## src/rtl/div256_pkg.sv

```systemverilog
`timescale 1ns / 1ps
// ----------------------------------------------------------------------------
// div256_pkg
// Shared widths, defaults and the per-stage control struct of the divider.
// ----------------------------------------------------------------------------
package div256_pkg;

  localparam int WORD_WIDTH            = 64;
  localparam int DIVIDEND_WIDTH        = 256;
  localparam int DIVISOR_MAX_WIDTH     = 128;
  localparam int DIVISOR_WIDTH_DEFAULT = 128;

  // control that rides along with each item through the stages
  typedef struct packed {
    logic valid;
    logic neg_q;
    logic neg_r;
    logic dz;
  } div256_ctl_t;

endpackage

```

## src/rtl/div256_stage.sv

```systemverilog
`timescale 1ns / 1ps
// ----------------------------------------------------------------------------
// div256_stage
// One restoring division step: shift in a dividend bit, trial subtract,
// shift the quotient bit into the freed low end of the dividend word.
// ----------------------------------------------------------------------------
module div256_stage #(
  parameter int DW = div256_pkg::DIVISOR_WIDTH_DEFAULT
) (
  input  logic                                  clk,
  input  logic                                  rst,
  input  logic                                  en,
  input  div256_pkg::div256_ctl_t               ctl_in,
  input  logic [div256_pkg::DIVIDEND_WIDTH-1:0] nq_in,
  input  logic [DW-1:0]                         r_in,
  input  logic [DW-1:0]                         d_in,
  output div256_pkg::div256_ctl_t               ctl_out,
  output logic [div256_pkg::DIVIDEND_WIDTH-1:0] nq_out,
  output logic [DW-1:0]                         r_out,
  output logic [DW-1:0]                         d_out
);

  localparam int NW = div256_pkg::DIVIDEND_WIDTH;

  logic [DW:0]   trial;
  logic [DW:0]   diff;
  logic          ge;
  logic [DW-1:0] r_next;

  always_comb begin
    trial  = {r_in, nq_in[NW-1]};
    diff   = trial - {1'b0, d_in};
    ge     = trial >= {1'b0, d_in};
    r_next = ge ? diff[DW-1:0] : trial[DW-1:0];
  end

  always_ff @(posedge clk) begin
    if (rst) begin
      ctl_out.valid <= 1'b0;
    end else if (en) begin
      ctl_out.valid <= ctl_in.valid;
    end
    if (en) begin
      ctl_out.neg_q <= ctl_in.neg_q;
      ctl_out.neg_r <= ctl_in.neg_r;
      ctl_out.dz    <= ctl_in.dz;
      nq_out        <= {nq_in[NW-2:0], ge};
      r_out         <= r_next;
      d_out         <= d_in;
    end
  end

endmodule
```

## config.mk

```make
export PLATFORM = sky130hd
export DESIGN_NAME = div256_stage
export DESIGN_NICKNAME = d
export VERILOG_FILES = /design/src/rtl/div256_pkg.sv /design/src/rtl/div256_stage.sv
export SDC_FILE = /design/constraint.sdc
export NUM_CORES = 1
export LEC_CHECK = 0
export ABC_AREA = 1
export BUFFER_PORTS_ARGS = -buffer_cell sky130_fd_sc_hd__buf_4
export CAP_MARGIN = 0
export CORE_AREA = 2 2 398 400
export CTS_BUF_LIST = sky130_fd_sc_hd__clkbuf_8
export CTS_CLUSTER_SIZE = 14
export DETAILED_ROUTE_END_ITERATION = 7
export DIE_AREA = 0 0 400 402
export PLACE_DENSITY_LB_ADDON = 0.3
export SLEW_MARGIN = 20
export SYNTH_ARGS = -nofsm -noshare
export SYNTH_HDL_FRONTEND = slang
export SYNTH_SLANG_ARGS = --single-unit
```

## constraint.sdc

```tcl
create_clock -name clk -period 5.7 [get_ports clk]
set_input_delay 0.855 -clock clk [delete_from_list [all_inputs] [get_ports clk]]
set_output_delay 0.855 -clock clk [all_outputs]
set_load 0.005 [all_outputs]
```

* Yosys cells after proc, flatten, opt, wreduce, memory -nomap -nowiden
Index checks and enable logic that the tools add are counted.
** Word-level totals
- Bits in registers :: 516
- Bits in latches :: 0
- RAM bits :: 0
- ROM bits :: 0
- Input bits :: 519
- Output and inout port bits :: 516
- Logic and storage cells :: 10
- Memories :: 0
** Operators by class
- Add/subtract/negate cells :: 1
- $mul :: 0
- Divide/modulo/power cells :: 0
- Magnitude comparators :: 1
- Eq/ne operators :: 0
- Shifts and indexed selects :: 0
- Mux-type cells :: 1
- Bitwise gates (word level) :: 0
- Reductions and logical operators :: 0
** Operators by type and width (number)
- $ge A129 B128 Y1 :: 1
- $mux W128 :: 1
- $sub A128 B128 Y128 :: 1

* Longest topological paths before layout
- Depth in word-level cells :: 2
- Depth in mapped cells :: 20
- Depth with buffers taken out :: 19

* Least setup slack after synthesis
Ideal clock, no wire load.
- Path type :: input port to flip-flop
- Start :: in d_in[96]
- End :: reg r_out[109], data pin
- Setup time :: 0.253 ns
- Data arrival time :: 2.621 ns
- Data required time :: 5.447 ns
- Path slack :: 2.826 ns
- Cell stages on the path :: 15
- Path buffers :: 2
- Path through :: inv_1 > ha_1 > nand2_1 > nor2_2 > inv_2 > nor3_2 > nand2_1 > inv_2 > nand2_1 > a21oi_2 > nor2_8 > buf_2 > buf_2 > nand3_1 > nand2_1
** Between the ends
- Longest elaborated chain between the ends :: 2
- Elaborated cells between the ends (all ways) :: 3
- Classes of those cells :: add/sub (1); order compare (1); mux (1)
** RTL lines
- from (decl) :: line div256_stage.sv:16 : input logic [DW-1:0] d_in,
- $sub A128 B128 Y128 or $ge A129 B128 Y1 (tied branches) :: line div256_stage.sv:32, div256_stage.sv:33
- $mux W128 * :: line div256_stage.sv:34 : r_next = ge ? diff[DW-1:0] : trial[DW-1:0];
- named net r_next[109] :: line div256_stage.sv:28 : logic [DW-1:0] r_next;
- to (signal assigned) :: line div256_stage.sv:48 : r_out <= r_next;
- to (decl) :: line div256_stage.sv:19 : output logic [DW-1:0] r_out,
The timed path passes the listed nets; every way through them passes the cells marked *.
A chain may end at the register's enable or synchronous reset.

* Final worst setup path
- Start :: in d_in[2]
- End :: reg r_out[79], data pin
Same word-level chain as after synthesis.

==> results.md <==
* Post-Syn Instances at 4242
* Die area at 0.161 sq mm
* Count leader, synth: nand2_1
* Power per cell area at 270 mW/mm^2
* Detailed Place HPWL at 171 mm
* # rows at 146
* R2R Path Start: ctl_out[3]
* Worst-skew pair later-pin latency at 0.78 ns
* Yosys cell types at 39
* Routed wire length at 200 mm
* Worst vdd ir at 154 uV
* Met2 routed WL at 100 mm
* Initial antenna violation count at 31
* # fillers at 17500
* CP max-delay cell: buf_4
* WP depth at 18
* Relative slew slack at 29.7%
* Top sig layer: met5
* Max clock buf depth at 3
* Asr flop ratio synth at 0%
* Drt wl/cell at 26.6 um
* Number of synthesized flops with an enable pin at 515
* CTS Buf Count at 103
* WS Path Type: input port to flip-flop
* Antenna viol nets, final at 0
* Dominant cells by area after synthesis: edfxtp_1 (48%), nand2_1 (20%), inv_1 (11%), ha_1 (5.0%), nand3_1 (3.9%)
* Synth cell count leaders: nand2_1 (1692), inv_1 (970), edfxtp_1 (515), nor2_1 (291), nand3_1 (250)
* Crit path required time at 6.36 ns
* Height of the die at 402 um
* Clock power share at 33.1%
* Flop pwr share at 39.9%
* R2r worst-path depth at 2
* Vias in the first global route at 31700
* Max-cap violations at 0
* Unrepaired setup endpoints after global routing: no
* Clock sink total at 516
* Final setup fails at 0
* Setup TNS Final at 0 ns
* Vias per cell at 4.23
* Top FF cell, synth: edfxtp_1
* Final non-filler cell total at 7536
* CP startpoint: d_in[2]
* Buffers and inverters on the worst path at 4
* Final period util at 75.4%
* CP Capture Type: flip-flop
* # IOs at 1035
* Worst Path Max Fanout at 68
* Total Routing Usage GR at 24.1%
* Sw frac at 35.0%
* First-pass GRT wire length at 263 mm
* Sw Pwr at 4190 uW
* Final hold viol count at 0
* Worst Setup Start Kind: input port
* TritonRoute pass-1 iters at 6
* Critical path cell sequence: buf_4 > inv_1 > ha_1 > nand2_1 > nor2_1 > nand3_1 > nand3_2 > nand2_1 > nand2_2 > nand2_1 > nand2_2 > nand2_1 > nand2_2 > nand2_4 > buf_4 > buf_4 > nand3_1 > nand2_1
* CTS HTree Levels at 3
* CP delay by family, top: simple AND/OR/NAND/NOR gates
* Crit-path max cell delay at 0.82 ns
* Routed length on met1 at 79.5 mm
* Post-layout min period at 4.30 ns
* Core ar. at 0.157 sq mm
* Area delta synth->final at 38.6%
* Setup repair bufs after CTS at 0
* Yosys top cell by area: edfxtp_1
* Port bufs at 1034
* Hold_buf cts at 0
* Avg Cell Area, Syn at 7.56 sq um
* Via Count at 31900
* Register area share after synthesis at 48.3%
* Ratio of cells with drive above 1 in the final layout at 23.7%
* Number of nets in the layout at 6014
* Syn_nets at 4890
* Initial drt markers at 2329
* Setup crit end: r_out[79]
* Ys Warns at 0
* Standby leakage power at 0.0231 uW
* Achievable frequency at 233 MHz
* Comb pwr share at 27.0%
* Reg2reg setup slack at 5.12 ns
* Pin count of the biggest net entering global routing at 99
* CP arrival at 4.95 ns
* Final worst clock skew at 0 ns
* Register bit total from synthesis at 516
* RePlAce Congestion at 0.958
* Met3 wire len at 12.3 mm
* CTS tree: done
* Final Max Slew Viols at 0
* Synth Cell Area at 0.0321 sq mm
* Initial core utilization at 20.4%
* Cell Int Power at 7800 uW
* Status: finished, final reports clean
* Total gr overflow at 0
* Hold path startpoint: d_in[89]
* # resized after CTS at 0
* Post-route DRC violation count at 0
* Measured slew at the worst slew-check pin at 1.05 ns
* Worst reg2reg path endpoint: ctl_out[3]
* Most used cell, CP: nand2_1
* Root Driver: clkbuf_8
* Clock slew at reported path FFs at 0.06 ns
* Worst Hold Class: input port to flip-flop
* Cells after DPL at 7332
* Post-synth top area share at 48.2%
* Die width at 400 um
-- cells in the final DEF (no fill, tap or decap), types with 2 or more instances in the layout --
| master | n |
|---|---|
| inv_2 | 32 |
| clkbuf_8 | 103 |
| nand3_1 | 250 |
| nor3_1 | 24 |
| o21bai_1 | 6 |
| inv_8 | 2 |
| buf_4 | 1052 |
| nand4_1 | 10 |
| inv_1 | 993 |
| inv_12 | 2 |
| nor2_4 | 5 |
| clkinvlp_4 | 5 |
| clkinv_4 | 2 |
| xor2_1 | 62 |
| clkinv_2 | 18 |
| nand2_2 | 4 |
| bufinv_16 | 6 |
| buf_12 | 6 |
| and2_1 | 7 |
| clkinv_1 | 28 |
| nand3_2 | 30 |
| nor2_1 | 291 |
| diode_2 | 13 |
| o21ai_0 | 13 |
| edfxtp_1 | 515 |
| nand2_1 | 1692 |
| nand3b_1 | 33 |
| nor2_2 | 16 |
| nor4_1 | 4 |
| ha_1 | 128 |
| a21oi_1 | 98 |
-- worst register-to-register path, delay by kind of cell (launching register included) --
family / cells / cell delay (ns)
and+or+nand+nor: 1 / 0.05
muxes: 1 / 0.12
DFF: 1 / 0.31
-- sequential cells by signal (all words and copies together) (netlist names) --
name     cells
nq_out     256
ctl_out      4
d_out      128
r_out      128
-- power by group through the flow --
| stage | clock network [uW] | registers (uW) | logic (uW) |
|---|---|---|---|
| finish | 3970 | 4790 | 3240 |
| global route | 4250 | 4820 | 3480 |
| CTS | 4120 | 4800 | 3270 |
| detailed placement | 0 | 4860 | 3250 |
| global placement | 0 | 4870 | 3260 |
| floorplan | 0 | 4850 | 1230 |
-- cells by family after synthesis --
kind of cell               share of synthesized area [%]
xor gates and xnor gates                            1.69
muxes                                             0.0312
and+or+nand+nor                                     30.4
DFF                                                 48.3
buffers and inverters                               12.6
adders and majority gates                           5.05
AOI/OAI and AO/OA                                   1.94
-- metal layers --
metal,up-vias,global-route usage (%)
li1,15200,-
met1,15300,28.1
met2,1042,42.6
met3,247,4.94
met4,20,9.53
met5,-,0
-- stage by stage --
stage / hold slack [ns] / utilization (%) / worst slack [ns] / total power [uW] / instance area, sq um
floorplan: 0.485 / - / 2.83 / 6080 / 32100
global placement: 0.478 / 27.0 / 0.538 / 8120 / 42400
detailed placement: 0.488 / 27.0 / 0.514 / 8120 / 42400
CTS: 0.0698 / 28.3 / 1.42 / 12200 / 44400
global route: 0.129 / 28.3 / 1.24 / 12600 / 44500
finish: 0.175 / 28.3 / 1.40 / 12000 / 44500
-- final cells by class --
type                       instances  area, sq um  area share, %
sequential                       516        15500           34.8
multi-input combinational       2683        12500           28.2
timing repair buffer            1059         8030           18.1
inverter                        1003         3760           8.47
tap                             2072         2590           5.83
clock buffer                     103         1420           3.19
clock inverter                    87          604           1.36
antenna                           13         32.5         0.0732
-- worst min path at each step --
stage	slack, ns	end	cells past startpoint
after global routing	0.13	d_out[89]	1
final	0.17	d_out[89]	1
after detailed placement	0.49	ctl_out[3]	2
after floorplan	0.48	ctl_out[3]	2
after global placement	0.48	ctl_out[3]	2
after CTS	0.07	nq_out[228]	1
No activity file was read; power rests on OpenSTA's default activity.
